<file path="src/rtl/rcfp_pkg.sv">
// Package for the RC link frame parser: shared types and fixed constants.
// No dependencies.
`default_nettype none
package rcfp_pkg;

  localparam int MIN_LEN  = 3;   // smallest legal declared length
  localparam int NUM_CH   = 16;  // channels per channels frame
  localparam int CH_BITS  = 11;  // bits per channel
  localparam int CH_BYTES = 22;  // packed channel payload bytes
  localparam int MAX_RUNS = 2;   // channel runs per received byte

  // configuration register indexes
  localparam logic [1:0] CFG_RX_ADDR = 2'd0;
  localparam logic [1:0] CFG_CH_TYPE = 2'd1;
  localparam logic [1:0] CFG_CRC_POLY = 2'd2;

  typedef struct packed {
    logic [7:0] rx_addr;
    logic [7:0] ch_type;
    logic [7:0] crc_poly;
  } cfg_t;

  // head of the byte queue as seen by the scanner
  typedef struct packed {
    logic       valid;
    logic [7:0] data;
  } q_head_t;

endpackage
`default_nettype wire

</file>
<file path="src/rtl/rc_link_frame_parser_unit.sv">
// Top level of the RC link frame parser: configuration registers, byte queue,
// scanner back end. Depends on rcfp_pkg, rcfp_front, rcfp_back, rcfp_ram.
`default_nettype none
// Byte-serial parser for CRSF-style RC frames. Each received byte is queued,
// appended to a circular frame buffer in RAM and the buffer is rescanned:
// bad length drops one byte, CRC mismatch drops one byte, a good frame is
// consumed whole, and a good channels frame for our address yields sixteen
// 11-bit channel transactions (index, value, last flag). Per byte the scanner
// takes the byte from the queue, then reads the address and length bytes once
// two are buffered; a complete frame adds the CRC walk, the check and the
// rescan (one byte per cycle through the single RAM read port), and a
// channels frame adds the unpack, which reads payload bytes and sends the
// channels out, waiting while the receiver stalls. Each drop restarts the
// scan. A two-byte queue lets the link keep sending while the scanner works;
// the output register lets the next channel be prepared while one waits.
// Buffer needs no clearing after reset.
module rc_link_frame_parser_unit import rcfp_pkg::*; #(
  parameter int BUFFER_BYTES = 64,
  parameter int MAX_PAYLOAD  = 60
) (
  input  wire logic        clk_i,
  input  wire logic        rst_ni,
  input  wire logic        cfg_we_i,
  input  wire logic [1:0]  cfg_idx_i,
  input  wire logic [7:0]  cfg_data_i,
  input  wire logic        in_valid_i,
  output logic             in_stall_o,
  input  wire logic [7:0]  rx_byte_i,
  output logic             out_valid_o,
  input  wire logic        out_stall_i,
  output logic [3:0]       channel_index_o,
  output logic [10:0]      channel_value_o,
  output logic             last_channel_o
);
  cfg_t    cfg_q;
  q_head_t q_head;
  logic    pop;

  // register writes; index beyond the list is ignored
  always_ff @(posedge clk_i or negedge rst_ni) begin
    if (!rst_ni) begin
      cfg_q.rx_addr  <= 8'd200;
      cfg_q.ch_type  <= 8'd22;
      cfg_q.crc_poly <= 8'd213;
    end else if (cfg_we_i) begin
      case (cfg_idx_i)
        CFG_RX_ADDR:  cfg_q.rx_addr  <= cfg_data_i;
        CFG_CH_TYPE:  cfg_q.ch_type  <= cfg_data_i;
        CFG_CRC_POLY: cfg_q.crc_poly <= cfg_data_i;
        default: ;
      endcase
    end
  end

  rcfp_front u_front (
    .clk_i     (clk_i),
    .rst_ni    (rst_ni),
    .in_valid_i(in_valid_i),
    .in_stall_o(in_stall_o),
    .rx_byte_i (rx_byte_i),
    .head_o    (q_head),
    .pop_i     (pop)
  );

  rcfp_back #(
    .BUFFER_BYTES(BUFFER_BYTES),
    .MAX_PAYLOAD (MAX_PAYLOAD)
  ) u_back (
    .clk_i          (clk_i),
    .rst_ni         (rst_ni),
    .cfg_i          (cfg_q),
    .head_i         (q_head),
    .pop_o          (pop),
    .out_valid_o    (out_valid_o),
    .out_stall_i    (out_stall_i),
    .channel_index_o(channel_index_o),
    .channel_value_o(channel_value_o),
    .last_channel_o (last_channel_o)
  );
endmodule
`default_nettype wire

</file>
<file path="src/rtl/rcfp_ram.sv">
// Generic single-port-write, single-port-read RAM with registered read data.
// No dependencies.
`default_nettype none
module rcfp_ram #(
  parameter int WIDTH = 8,
  parameter int DEPTH = 64
) (
  input  wire logic                     clk_i,
  input  wire logic                     we_i,
  input  wire logic [$clog2(DEPTH)-1:0] waddr_i,
  input  wire logic [WIDTH-1:0]         wdata_i,
  input  wire logic [$clog2(DEPTH)-1:0] raddr_i,
  output logic      [WIDTH-1:0]         rdata_o
);
  logic [WIDTH-1:0] mem_q [DEPTH];

  always_ff @(posedge clk_i) begin
    if (we_i) begin
      mem_q[waddr_i] <= wdata_i;
    end
    rdata_o <= mem_q[raddr_i];
  end
endmodule
`default_nettype wire

</file>
<file path="src/rtl/rcfp_front.sv">
// Front end: accepts received bytes into a two-entry queue for the scanner.
// Depends on rcfp_pkg.
`default_nettype none
module rcfp_front import rcfp_pkg::*; (
  input  wire logic       clk_i,
  input  wire logic       rst_ni,
  input  wire logic       in_valid_i,
  output logic            in_stall_o,
  input  wire logic [7:0] rx_byte_i,
  output q_head_t         head_o,
  input  wire logic       pop_i
);
  logic [7:0] data_q [2];
  logic       wr_ptr_q, rd_ptr_q;
  logic [1:0] cnt_q;
  logic       push, pop;

  assign in_stall_o = (cnt_q == 2'd2);
  assign push       = in_valid_i && !in_stall_o;
  assign pop        = pop_i && (cnt_q != 2'd0);
  assign head_o.valid = (cnt_q != 2'd0);
  assign head_o.data  = data_q[rd_ptr_q];

  always_ff @(posedge clk_i) begin
    if (push) begin
      data_q[wr_ptr_q] <= rx_byte_i;
    end
  end

  always_ff @(posedge clk_i or negedge rst_ni) begin
    if (!rst_ni) begin
      wr_ptr_q <= 1'b0;
      rd_ptr_q <= 1'b0;
      cnt_q    <= 2'd0;
    end else begin
      if (push) wr_ptr_q <= ~wr_ptr_q;
      if (pop)  rd_ptr_q <= ~rd_ptr_q;
      cnt_q <= cnt_q + 2'(push) - 2'(pop);
    end
  end
endmodule
`default_nettype wire

</file>
<file path="src/rtl/rcfp_back.sv">
// Back end: frame buffer in RAM, rescan engine, CRC walk and channel unpack.
// Depends on rcfp_pkg and rcfp_ram.
`default_nettype none
module rcfp_back import rcfp_pkg::*; #(
  parameter int BUFFER_BYTES = 64,
  parameter int MAX_PAYLOAD  = 60
) (
  input  wire logic        clk_i,
  input  wire logic        rst_ni,
  input  wire cfg_t        cfg_i,
  input  wire q_head_t     head_i,
  output logic             pop_o,
  output logic             out_valid_o,
  input  wire logic        out_stall_i,
  output logic [3:0]       channel_index_o,
  output logic [10:0]      channel_value_o,
  output logic             last_channel_o
);
  localparam int AW = $clog2(BUFFER_BYTES);
  localparam int CW = $clog2(BUFFER_BYTES + 1);
  localparam int SW = AW + 1;

  typedef enum logic [3:0] {
    S_IDLE, S_SCAN, S_ADDR, S_LEN, S_CRC, S_CHK, S_EM_RD, S_EM_LD, S_EM_OUT
  } state_e;

  state_e        state_q, state_d;
  logic [AW-1:0] head_q, head_d;
  logic [CW-1:0] count_q, count_d;
  logic [CW-1:0] off_q, off_d;
  logic [7:0]    len_q, len_d, addr_q, addr_d, type_q, type_d, crc_q, crc_d;
  logic [18:0]   acc_q, acc_d;
  logic [4:0]    bits_q, bits_d;
  logic [3:0]    k_q, k_d;
  logic [1:0]    runs_q, runs_d;
  logic          ov_q, ov_d, last_q, last_d;
  logic [3:0]    oidx_q, oidx_d;
  logic [10:0]   oval_q, oval_d;

  logic          we;
  logic [AW-1:0] waddr, raddr;
  logic [7:0]    rdata;
  logic          drop_one, drop_frame;
  logic [CW-1:0] drop_n, frame_n;
  logic          len_bad;
  logic [4:0]    bits_ld;
  logic [18:0]   acc_ld;

  function automatic logic [AW-1:0] ptr(input logic [AW-1:0] base, input logic [CW-1:0] off);
    logic [SW-1:0] s;
    s = SW'(base) + SW'(off);
    if (s >= SW'(BUFFER_BYTES)) s = s - SW'(BUFFER_BYTES);
    return s[AW-1:0];
  endfunction

  // one byte of MSB-first CRC-8
  function automatic logic [7:0] crc_byte(input logic [7:0] c, input logic [7:0] d,
                                          input logic [7:0] poly);
    logic [7:0] r;
    r = c ^ d;
    for (int b = 0; b < 8; b++) begin
      r = r[7] ? ((r << 1) ^ poly) : (r << 1);
    end
    return r;
  endfunction

  rcfp_ram #(.WIDTH(8), .DEPTH(BUFFER_BYTES)) u_buf (
    .clk_i  (clk_i),
    .we_i   (we),
    .waddr_i(waddr),
    .wdata_i(head_i.data),
    .raddr_i(raddr),
    .rdata_o(rdata)
  );

  assign len_bad = (int'(rdata) < MIN_LEN) || (int'(rdata) > MAX_PAYLOAD + 2)
                || (int'(rdata) + 2 > BUFFER_BYTES);
  assign frame_n = CW'(int'(len_q) + 2);
  assign bits_ld = bits_q + 5'd8;
  assign acc_ld  = acc_q | (19'(rdata) << bits_q);

  always_comb begin
    state_d = state_q; head_d = head_q; count_d = count_q; off_d = off_q;
    len_d = len_q; addr_d = addr_q; type_d = type_q; crc_d = crc_q;
    acc_d = acc_q; bits_d = bits_q; k_d = k_q; runs_d = runs_q;
    ov_d = ov_q; last_d = last_q; oidx_d = oidx_q; oval_d = oval_q;
    we = 1'b0; waddr = ptr(head_q, count_q); raddr = head_q;
    pop_o = 1'b0; drop_one = 1'b0; drop_frame = 1'b0;

    if (ov_q && !out_stall_i) ov_d = 1'b0;

    case (state_q)
      S_IDLE: begin
        if (head_i.valid) begin
          pop_o  = 1'b1;
          runs_d = 2'd0;
          if (int'(count_q) < BUFFER_BYTES) begin
            we      = 1'b1;
            count_d = count_q + CW'(1);
          end
          state_d = S_SCAN;
        end
      end
      S_SCAN: begin
        raddr   = head_q;
        state_d = (count_q > CW'(1)) ? S_ADDR : S_IDLE;
      end
      S_ADDR: begin
        addr_d  = rdata;
        raddr   = ptr(head_q, CW'(1));
        state_d = S_LEN;
      end
      S_LEN: begin
        len_d = rdata;
        if (len_bad) begin
          drop_one = 1'b1;
          state_d  = S_SCAN;
        end else if (int'(count_q) >= int'(rdata) + 2) begin
          raddr   = ptr(head_q, CW'(2));
          off_d   = CW'(2);
          crc_d   = 8'd0;
          state_d = S_CRC;
        end else begin
          state_d = S_IDLE;
        end
      end
      S_CRC: begin
        crc_d = crc_byte(crc_q, rdata, cfg_i.crc_poly);
        if (off_q == CW'(2)) type_d = rdata;
        if (off_q == CW'(len_q)) begin
          raddr   = ptr(head_q, CW'(int'(len_q) + 1));
          state_d = S_CHK;
        end else begin
          raddr = ptr(head_q, off_q + CW'(1));
          off_d = off_q + CW'(1);
        end
      end
      S_CHK: begin
        state_d = S_SCAN;
        if (crc_q != rdata) begin
          drop_one = 1'b1;
        end else if (addr_q == cfg_i.rx_addr && type_q == cfg_i.ch_type
                     && int'(len_q) >= CH_BYTES + 2 && int'(runs_q) < MAX_RUNS) begin
          acc_d = '0; bits_d = '0; k_d = '0; off_d = CW'(3);
          state_d = S_EM_RD;
        end else begin
          drop_frame = 1'b1;
        end
      end
      S_EM_RD: begin
        raddr   = ptr(head_q, off_q);
        state_d = S_EM_LD;
      end
      S_EM_LD: begin
        acc_d   = acc_ld;
        bits_d  = bits_ld;
        off_d   = off_q + CW'(1);
        state_d = (int'(bits_ld) >= CH_BITS) ? S_EM_OUT : S_EM_RD;
      end
      S_EM_OUT: begin
        if (!ov_q || !out_stall_i) begin
          ov_d   = 1'b1;
          oidx_d = k_q;
          oval_d = acc_q[10:0];
          last_d = (int'(k_q) == NUM_CH - 1);
          acc_d  = acc_q >> CH_BITS;
          bits_d = bits_q - 5'(CH_BITS);
          k_d    = k_q + 4'd1;
          if (int'(k_q) == NUM_CH - 1) begin
            drop_frame = 1'b1;
            runs_d     = runs_q + 2'd1;
            state_d    = S_SCAN;
          end else if (int'(bits_q) - CH_BITS >= CH_BITS) begin
            state_d = S_EM_OUT;
          end else begin
            state_d = S_EM_RD;
          end
        end
      end
      default: state_d = S_IDLE;
    endcase

    drop_n = drop_frame ? frame_n : CW'(1);
    if (drop_one || drop_frame) begin
      if (drop_n >= count_q) begin
        count_d = '0;
      end else begin
        count_d = count_q - drop_n;
        head_d  = ptr(head_q, drop_n);
      end
    end
  end

  always_ff @(posedge clk_i or negedge rst_ni) begin
    if (!rst_ni) begin
      state_q <= S_IDLE;
      head_q  <= '0;
      count_q <= '0;
      runs_q  <= '0;
      ov_q    <= 1'b0;
    end else begin
      state_q <= state_d;
      head_q  <= head_d;
      count_q <= count_d;
      runs_q  <= runs_d;
      ov_q    <= ov_d;
    end
  end

  always_ff @(posedge clk_i) begin
    off_q <= off_d; len_q <= len_d; addr_q <= addr_d; type_q <= type_d;
    crc_q <= crc_d; acc_q <= acc_d; bits_q <= bits_d; k_q <= k_d;
    last_q <= last_d; oidx_q <= oidx_d; oval_q <= oval_d;
  end

  assign out_valid_o     = ov_q;
  assign channel_index_o = oidx_q;
  assign channel_value_o = oval_q;
  assign last_channel_o  = last_q;

  a_count_bound: assert property (@(posedge clk_i) disable iff (!rst_ni)
    int'(count_q) <= BUFFER_BYTES) else $error("fill count beyond buffer");
  a_last_idx: assert property (@(posedge clk_i) disable iff (!rst_ni)
    ov_q && last_q |-> int'(oidx_q) == NUM_CH - 1) else $error("last flag off channel 15");
  a_runs: assert property (@(posedge clk_i) disable iff (!rst_ni)
    int'(runs_q) <= MAX_RUNS) else $error("too many channel runs");
  a_pop_idle: assert property (@(posedge clk_i) disable iff (!rst_ni)
    pop_o |-> state_q == S_IDLE) else $error("byte taken mid scan");
endmodule
`default_nettype wire

</file>
<file path="config.mk">
export PLATFORM = sky130hd
export DESIGN_NAME = rc_link_frame_parser_unit
export DESIGN_NICKNAME = d
export VERILOG_FILES = /design/src/rtl/rcfp_pkg.sv /design/src/rtl/rc_link_frame_parser_unit.sv /design/src/rtl/rcfp_ram.sv /design/src/rtl/rcfp_front.sv /design/src/rtl/rcfp_back.sv
export SDC_FILE = /design/constraint.sdc
export NUM_CORES = 1
export LEC_CHECK = 0
export BUFFER_PORTS_ARGS = -buffer_cell sky130_fd_sc_hd__buf_2
export CAP_MARGIN = 20
export CORE_ASPECT_RATIO = 0.8
export CORE_MARGIN = 5
export CORE_UTILIZATION = 45
export CTS_CLUSTER_SIZE = 12
export DETAILED_ROUTE_END_ITERATION = 7
export HOLD_SLACK_MARGIN = 0.12
export PLACE_DENSITY_LB_ADDON = 0.12
export SETUP_SLACK_MARGIN = 0.5
export SLEW_MARGIN = 10
export SYNTH_ARGS = -nofsm -noshare
export SYNTH_HDL_FRONTEND = slang
export SYNTH_SLANG_ARGS = --single-unit
</file>
<file path="constraint.sdc">
create_clock -name clk_i -period 7.7 [get_ports clk_i]
set_clock_uncertainty 0.05 [all_clocks]
set_input_delay 0.385 -clock clk_i [delete_from_list [all_inputs] [get_ports clk_i]]
set_output_delay 0.385 -clock clk_i [all_outputs]
set_load 0.01 [all_outputs]
</file>
### Yosys cells after proc, flatten, opt, wreduce, memory -nomap -nowiden

Memory sizes are Yosys's and may differ from the RTL's. A register that Yosys moved wholly into a read port is not among the register bits.
Cells that the tools add are included.

| storage, ports and cells | value |
|---|---|
| memories kept | 2 |
| register bits after elaboration | 131 |
| memory bits (writable) | 528 |
| output and inout port bits | 18 |
| bits of input ports | 23 |

Memories:

| memory | words | width | read ports | clocked after memory_dff | write ports | RTL line | source |
|---|---|---|---|---|---|---|---|
| u_back.u_buf.mem_q | 64 | 8 | 1 | 1 | 1 | rcfp_ram.sv:15 | `logic [WIDTH-1:0] mem_q [DEPTH];` |
| u_front.data_q | 2 | 8 | 1 | 0 | 1 | rcfp_front.sv:13 | `logic [7:0] data_q [2];` |

| cells by class | value |
|---|---|
| mux-type cells | 82 |
| equality and inequality tests | 26 |
| shift operators | 1 |
| reduce and logical (&&, ||, !) cells | 37 |
| $add $sub $neg | 27 |
| bitwise operators | 13 |
| order comparisons | 18 |

Operators with widths:

| kind | count |
|---|---|
| 8-bit two-way mux | 10 |
| 7-bit two-way mux | 11 |
| 8-bit XOR | 9 |
| 6-bit two-way mux | 10 |
| 19-bit two-way mux | 3 |
| 19-bit case mux with 3 select lines | 1 |
| 7-bit greater-or-equal comparator (second input constant) | 7 |
| 4-bit two-way mux | 11 |
| 6-bit by 1-bit subtractor with 6-bit output (second input constant) | 7 |
| 4-bit case mux with 9 select lines | 1 |
| 6-bit by 7-bit adder with 7-bit output | 5 |
| 32-bit by 5-bit greater-or-equal comparator with 1-bit output (second input constant) | 1 |
| 8-bit by 32-bit greater-or-equal comparator with 1-bit output | 1 |
| 32-bit by 8-bit > comparator with 1-bit output (second input constant) | 1 |
| 7-bit case mux with 4 select lines | 1 |
| 6-bit case mux with 4 select lines | 1 |
| 7-bit by 1-bit adder with 7-bit output (second input constant) | 3 |
| 19-bit OR | 1 |
| 8-bit by 5-bit left shift with 19-bit output | 1 |
| 1-bit two-way mux | 18 |
| 4-bit by 3-bit equality test with 1-bit output (second input constant) | 4 |
| 8-bit equality test | 2 |
| 8-bit case mux with 2 select lines | 1 |
| 5-bit two-way mux | 3 |
| other kinds (49) | 91 |

### Longest topological paths before layout

Gate-level depths: netlist of the first run.

| depth | value |
|---|---|
| word-level depth | 18 |
| depth in mapped cells | 19 |

### By module

A second synthesis of the first run with hierarchy kept.

| second synthesis, totals | value |
|---|---|
| cells, all modules | 1978 |
| area total of the unflattened synthesis | 30374.1 um^2 |

Modules (own cells, without submodules):

| module | cells each | area each (um^2) | instances | seq. area each (um^2) |
|---|---|---|---|---|
| rcfp_ram | 962 | 20123.0 | 1 | 15534.9 |
| rcfp_back | 922 | 8544.4 | 1 | 2992.9 |
| rc_link_frame_parser_unit | 51 | 925.9 | 1 | 614.3 |
| rcfp_front | 43 | 780.7 | 1 | 580.6 |

### Worst setup path after synthesis of the first run

Ideal clock, no wire load.

| timing | value |
|---|---|
| path kind | register -> register |
| from | reg u_back.u_buf.rdata_o[1], read port of u_back.u_buf.mem_q |
| to | reg u_back.u_buf.rdata_o[6], read port of u_back.u_buf.mem_q |
| path slack | 3214 ps |
| cell stages (with the launch flop) | 17 |
| arrival time | 4306 ps |
| setup time | 130 ps |
| buffers on the path | 4 |
| required time | 7520 ps |
| period minus slack after synthesis | 4486 ps |
| path through | dfxtp_1 -> ha_1 -> nand3_1 -> xor2_1 -> ha_1 -> nand4_1 -> o32a_1 -> a221oi_2 -> mux2i_1 -> and2_1 -> buf_2 -> buf_1 -> buf_1 -> clkbuf_1 -> mux4_2 -> a21oi_1 -> a2bb2oi_1 |

| on the way | value |
|---|---|
| longest elaborated chain between the ends | 5 |
| elaborated cells between the ends (all ways) | 10 |
| those cells by class | add/sub: 1; order compare: 4; mux: 3; reduce/logical: 2 |

RTL lines:

| item | RTL line | source |
|---|---|---|
| start, declared | rcfp_ram.sv:13 | `output logic [WIDTH-1:0] rdata_o` |
| 8-bit by 2-bit adder with 9-bit output, or another cell as far along | rcfp_back.sv:77, rcfp_back.sv:118 |  |
| 8-bit by 32-bit greater-or-equal comparator with 1-bit output, or another cell as far along | rcfp_back.sv:118 | `end else if (int'(count_q) >= int'(rdata) + 2) begin` |
| 6-bit two-way mux / 1-bit logical OR (equally long branches) | rcfp_back.sv:118, rcfp_back.sv:77 |  |
| 6-bit two-way mux (*) | rcfp_back.sv:115 | `if (len_bad) begin` |
| 6-bit case mux with 4 select lines (*) | rcfp_back.sv:92 | `case (state_q)` |

Mark *: on every way between the ends. The rest lies on a longest branch, timed or not.
A chain may end at the register's enable or synchronous reset.

### Worst setup path in the final report of the first run

| timing | value |
|---|---|
| from | reg u_back.u_buf.rdata_o[2], read port of u_back.u_buf.mem_q |
| to | reg u_back.u_buf.rdata_o[5], read port of u_back.u_buf.mem_q |

The elaborated chain is that of the path after synthesis.

==> flow_summary.ini, run 1 <==
[hold_path]
hold_class = input pin to flip-flop
whs_path_depth = 4

[sta]
worst_pin_slew_ns = 1.208
min_period_ns = 5.523
final-setup-viol-count = 0
drv_slew = 0
max_freq_ghz = 0.1810
relSlewSlack_pct = 18.86
setup_slack_ns = 2.177
rsz0062_at_grt = no
fin_tns_setup_ns = 0
hold_violations = 0
finalCritPeriodShare_pct = 71.73

[floorplan]
fp.dieW_um = 302.5
die_y_um = 244.0
die_area_um2 = 73800
core_area_um2 = 67530
io-pin-count = 41
initial_core_util_pct = 45.60
rows = 85

[routing]
dr.pass1.iters = 5
ant_nets = 0
drcViolationCount = 0
vias = 19343
drt_iter0_drc = 1912
routedWlPerCell_um = 24.14
wirelength_um = 80520
via_per_inst = 5.798

[logic_synthesis]
synth_largest_type_area_fraction_pct = 59.58
syn_area_um2 = 30800
synthCells = 2316
async_flop_share_pct = 7.196
ys_types = 82
syn_nets = 2397
ys_top_cells_by_count = edfxtp_1 (611), nand2_1 (335), nor2_1 (138)
synthFlopType = edfxtp_1
synth.most_common_cell = edfxtp_1
yosysTopAreaCell = edfxtp_1
synth.avg_cell_area_um2 = 13.30
yosys_warnings = 0
ys_ff_latch = 667
ys_top_cells_by_area = edfxtp_1 (60%), mux2i_1 (4.1%), nand2_1 (4.1%)
ys_seq_area_share_pct = 64.04
synth_edf_count = 611

[worst_setup_path]
worstSetupEndpointType = flip-flop
critical_path_class = flip-flop to flip-flop
path_delay_family = simple AND/OR/NAND/NOR gates
arrival_ns = 5.94
slowest_stage = nor3_1
cpPeakStageDelay_ns = 1.01
path_depth = 14
worstPathRequired_ns = 8.12
crit_buf_inv = 0
cp-start-kind = flip-flop
crit_chain = ha_1 > nand3_1 > xor2_1 > ha_1 > nand4_1 > o32a_1 > a221oi_2 > a21o_1 > o22ai_1 > or2_2 > nor3_1 > a22oi_1 > nand3_1 > a2bb2oi_1
reg2reg_depth = 14
worstPathMaxFanout = 15

[power]
irDropWorstVdd_v = 0.0003748
powerDensity_nw_per_um2 = 472.4
leakagePower_uw = 0.01212

[place]
dp_hpwl_um = 51580
port_buffers = 40
dp_slack_ns = 2.205
gp_congestion = 0.8647
place_area_um2 = 32060

[global_routing]
grt_pass1_wl_um = 122400
grt_max_degree = 70
overflow = 0
grt_usage_pct = 21.79
antenna_found_initial = 0
grt_pass1_vias = 19129

[flow_run]
drv_cap = 0

[final_layout]
nets = 2456
antenna-diode-count = 0
drive_gt1_share_pct = 12.75
design_area_um2 = 34430
syn2layout_area_growth_pct = 11.79

[clocking]
cts_setup_buffers = 0
root_buffer = clkbuf_16
cts_max_level = 3
ctsLongestPathBuffers = 3
clock_latency_ns = 0.64
cts_tree = yes
cts_made_buffers = 71
cts_sinks = 667
cts.reportedPaths.clkPinSlew_ns = 0.06
cts-resized-gates = 0
cts_hold_buf = 19

[status]
status = complete, no violations
worst register-to-register path, cell delays in order (launching register included):
cell and delay, ns:
dfxtp_1 0.65, ha_1 0.31, nand3_1 0.13, xor2_1 0.20
ha_1 0.35, nand4_1 0.10, o32a_1 0.32, a221oi_2 0.60
a21o_1 0.19, o22ai_1 0.07, or2_2 0.46, nor3_1 1.01
a22oi_1 0.20, nand3_1 0.21, a2bb2oi_1 0.51
power by group:
group / switching, uW / internal [uW]
combinational: 5160 / 2880
clock: 1430 / 1800
sequential: 352 / 4630
total: 6950 / 9320
stage by stage:
step	hold WS, ns	instances	power, uW	utilization (%)
after global routing	0.2541	3336	17170	50.98
after floorplan	0.03941	2316	10570	-
final	0.2570	3336	16270	50.98
after detailed placement	0.4041	3195	13040	47.47
after CTS	0.2206	3335	16310	50.97
after global placement	0.4000	3195	12910	47.47
registers in the layout (all words and copies together), names as in the netlist:
register and cells:
u_back.len_q 8, u_back.last_channel_o 1, u_back.channel_index_o 4, u_back.off_q 7, u_back.u_buf.mem_q 512, u_front.rd_ptr_q 1
u_back.out_valid_o 1, u_back.channel_value_o 11, u_front.cnt_q 2, u_back.state_q 4, u_back.crc_q 8, u_back.u_buf.rdata_o 8
u_front.wr_ptr_q 1, u_back.addr_q 8, u_front.data_q 16, cfg_q 24, u_back.acc_q 19, u_back.count_q 7
u_back.bits_q 5, u_back.runs_q 2, u_back.type_q 8, u_back.head_q 6, u_back.k_q 4
layout make-up:
type / instances / area (um2)
repair buffers: 95 / 673.1
inverters: 52 / 195.2
well taps: 913 / 1142
multi-input cells: 1488 / 10520
flip-flops and latches: 667 / 19720
fillers: 5764 / 33100
clock inverters: 21 / 205.2
clock buffers: 100 / 1967
worst paths after layout:
path / start / end / slack (ns)
hold / removal: cfg_idx_i[1] / cfg_q[22]$_DFFE_PN1P_ / 0.26
hold reg to reg: u_back.acc_q[5]$_DFFE_PP_ / u_back.channel_value_o[5]$_DFFE_PP_ / 0.42
setup reg to reg: u_back.u_buf.rdata_o[2]$_DFF_P_ / u_back.u_buf.rdata_o[5]$_DFF_P_ / 2.18
max in group asynchronous: rst_ni / u_back.state_q[0]$_DFFE_PN0P_ / 6.76
min in group asynchronous: rst_ni / u_front.cnt_q[0]$_DFF_PN0_ / 0.35
setup / recovery: u_back.u_buf.rdata_o[2]$_DFF_P_ / u_back.u_buf.rdata_o[5]$_DFF_P_ / 2.18
per-layer routing:
| metal | vias up | routed length [um] | GRT usage [%] |
|---|---|---|---|
| met4 | 0 | 1698 | 5.305 |
| met2 | 662 | 36720 | 33.51 |
| met5 | - | 0 | 0 |
| li1 | 8843 | - | - |
| met1 | 9727 | 37120 | 32.77 |
| met3 | 111 | 4975 | 3.458 |
cell families (layout without fill, tap and decap cells):
family,count (synthesis),in the layout,share of synthesized area [%]
flops,667,667,64.04
compound gates,352,352,7.906
mux,209,209,8.641
buf+inv,161,268,2.072
fa+ha+maj,58,58,2.503
xor+xnor,123,123,3.827
simple gates,746,746,11.01
cells in the final DEF (no fill, tap or decap), types with 11 or more instances in the layout:
master	n
a32oi_1	16
a21o_1	17
a211oi_1	11
clkbuf_1	22
a21oi_1	83
dlygate4sd3_1	19
and3_1	32
nand3_1	115
o21ai_0	60
buf_4	35
buf_2	40
nor2b_1	12
mux4_2	41
or3_1	15
a311oi_1	19
inv_1	52
dfstp_2	11
a22oi_1	14
dfrtp_1	37
a2111oi_0	18
xor2_1	33
xnor2_1	78
nand2_1	334
nand4_1	13
nor3_1	20
nor2_1	138
edfxtp_1	611
ha_1	52
mux2_2	41
clkbuf_16	72
mux2i_1	126
o211ai_1	15
Power figures use the tool's default switching activity.
==> run 2, diff against run 1 <==
clock period = 5.6 ns   (was 7.7 ns; I/O delays follow)
==> run 2 against run 1 <==
  * Clock power up 38%
  * Critical endpoint is now u_back.u_buf.rdata_o[2]$_DFF_P_
  * Combinational power up 43%
  * Die area unchanged
  * Largest cell class unchanged
  * Largest power group unchanged
  * Global-route usage hardly changed
  * Highest routed layer unchanged
==> flow_summary.ini, run 2 (synthesis gave the netlist of run 1 again) <==
[routing]
dr.pass1.iters = 5
ant_nets = 0
via_per_inst = 5.811
routedWlPerCell_um = 24.29
vias = 19439
drcViolationCount = 0
wirelength_um = 81250
drt_iter0_drc = 1851

[worst_setup_path]
cpPeakStageDelay_ns = 0.46
slowest_stage = o2bb2ai_1
path_delay_family = compound AO/OA/AOI/OAI gates
crit_chain = ha_1 > nand3_1 > xor2_1 > ha_1 > nand4_1 > o32a_1 > a221oi_4 > buf_4 > o31a_1 > a2bb2oi_4 > clkbuf_8 > mux2i_1 > mux2i_1 > o2bb2ai_1 > a2111oi_0 > a2bb2oi_1
cp-start-kind = flip-flop
reg2reg_depth = 16
critical_path_class = flip-flop to flip-flop
crit_buf_inv = 2
worstPathMaxFanout = 62
worstSetupEndpointType = flip-flop
r2r-start = u_back.u_buf.rdata_o[1]$_DFF_P_
arrival_ns = 5.35
worstPathRequired_ns = 6.08
timing.rr.end = u_back.u_buf.rdata_o[2]$_DFF_P_
crit_start = u_back.u_buf.rdata_o[1]$_DFF_P_
regToRegSetupSlack_ns = 0.74

[sta]
hold_violations = 0
fin_tns_setup_ns = 0
relSlewSlack_pct = 31.20
rsz0062_at_grt = no
max_freq_ghz = 0.2057
min_period_ns = 4.862
finalCritPeriodShare_pct = 86.82
final-setup-viol-count = 0
worst_pin_slew_ns = 1.032
drv_slew = 0

[flow_run]
drv_cap = 0

[power]
p_seq_share_pct = 29.9
power.switching_uw = 9667
pwr-share-clk_pct = 19.6
internal-power_uw = 13040
sw_frac_of_total_pct = 42.57
comb_power_share_pct = 50.4
leakagePower_uw = 0.01223
powerDensity_nw_per_um2 = 654.9
irDropWorstVdd_v = 0.0005086

[final_layout]
largest_register_ffs = 512
layout_commonest_cell = edfxtp_1
drive_gt1_share_pct = 13.45
stdcell_count = 3345
nets = 2470
final_cell_mix = edfxtp_1 (611), nand2_1 (334), nor2_1 (135), mux2i_1 (125), nand3_1 (115)
largest_register = u_back.u_buf.mem_q
top_regs = u_back.u_buf.mem_q: 512 flops, cfg_q: 24 flops, u_back.acc_q: 19 flops
n_fill_cell = 5791
syn2layout_area_growth_pct = 12.58
design_area_um2 = 34670
antenna-diode-count = 0

[hold_path]
hold_class = input pin to flip-flop
whs_endpoint = cfg_q[20]$_DFFE_PN0P_
whs_path_depth = 4
holdCritStartpoint = cfg_we_i

[status]
status = complete, no violations

[clocking]
clock_latency_ns = 0.63
cts.reportedPaths.clkPinSlew_ns = 0.06
ctsLongestPathBuffers = 3
cts_tree = yes
cts_made_buffers = 70
cts_sinks = 667
cts_max_level = 3
root_buffer = clkbuf_16

[global_routing]
grt_usage_pct = 21.84
antenna_found_initial = 0
grt_pass1_vias = 19192
overflow = 0
grt_max_degree = 68
grt_pass1_wl_um = 122700

[floorplan]
initial_core_util_pct = 45.60
die_y_um = 244.0
rows = 85
fp.dieW_um = 302.5
io-pin-count = 41
core_area_um2 = 67530
die_area_um2 = 73800

[place]
place_area_um2 = 32190
port_buffers = 40
gp_congestion = 0.9075
placed_cells = 3204
dp_hpwl_um = 51880
## run 2: how the worst max path moves through the flow
stage	to	slack, ns	cells after the start
detailed placement	u_back.u_buf.rdata_o[1]$_DFF_P_	0.19	15
floorplan	u_back.u_buf.rdata_o[6]$_DFF_P_	1.11	16
finish	u_back.u_buf.rdata_o[2]$_DFF_P_	0.74	16
CTS	u_back.u_buf.rdata_o[1]$_DFF_P_	0.49	15
global placement	u_back.u_buf.rdata_o[1]$_DFF_P_	0.21	15
global route	u_back.u_buf.rdata_o[5]$_DFF_P_	0.56	17
## run 2: what timing repair did
| item | CTS | global route |
|---|---|---|
| hold buffers | 22 | 0 |
| cloned | 1 | 0 |
| setup buffers | 0 | 2 |
| hold endpoints to repair | 85 | 0 |
| pin swaps | 0 | 1 |
| endpoints found under the setup margin | 4 | 15 |
| gates resized for setup | 4 | 16 |
## run 2: layer usage
metal  wire length, um  global-route usage [%]  vias up
met5                 0                       0        -
met4              2416                   6.537        0
met3              5365                   4.106      133
met2             36380                   33.09      642
met1             37090                   32.31     9791
li1                  -                       -     8873
## run 2: power groups by stage
stage | sequential (uW) | combinational [uW] | clock (uW)
after floorplan | 6660 | 7880 | 0
after global placement | 6880 | 11100 | 0
after detailed placement | 6880 | 11200 | 0
after CTS | 6790 | 11300 | 4560
after global routing | 6830 | 12300 | 4780
final | 6790 | 11500 | 4460
## run 2: area by class of cell
cell class	count	area (um2)	share of cell area [%]
clock buffer	95	1866	5.381
multi-input combinational	1489	10590	30.55
clock inverter	20	279.0	0.8047
sequential	667	19730	56.90
timing repair buffer	109	869.6	2.508
inverter	52	195.2	0.5630
tap	913	1142	3.295
## run 2: worst min-delay path, cell delays in order
cell	delay, ns
buf_2	0.11
nor3b_1	0.14
buf_2	0.14
mux2_2	0.22
## run 2: through the flow
step | hold slack, ns | setup slack, ns | power (uW) | utilization, %
after global placement | 0.3837 | 0.2094 | 17930 | 47.65
after floorplan | -0.06559 | 1.114 | 14540 | -
after detailed placement | 0.3947 | 0.1928 | 18080 | 47.67
after CTS | 0.2235 | 0.4863 | 22620 | 51.21
final | 0.2515 | 0.7380 | 22710 | 51.34
after global routing | 0.2516 | 0.5626 | 23890 | 51.34
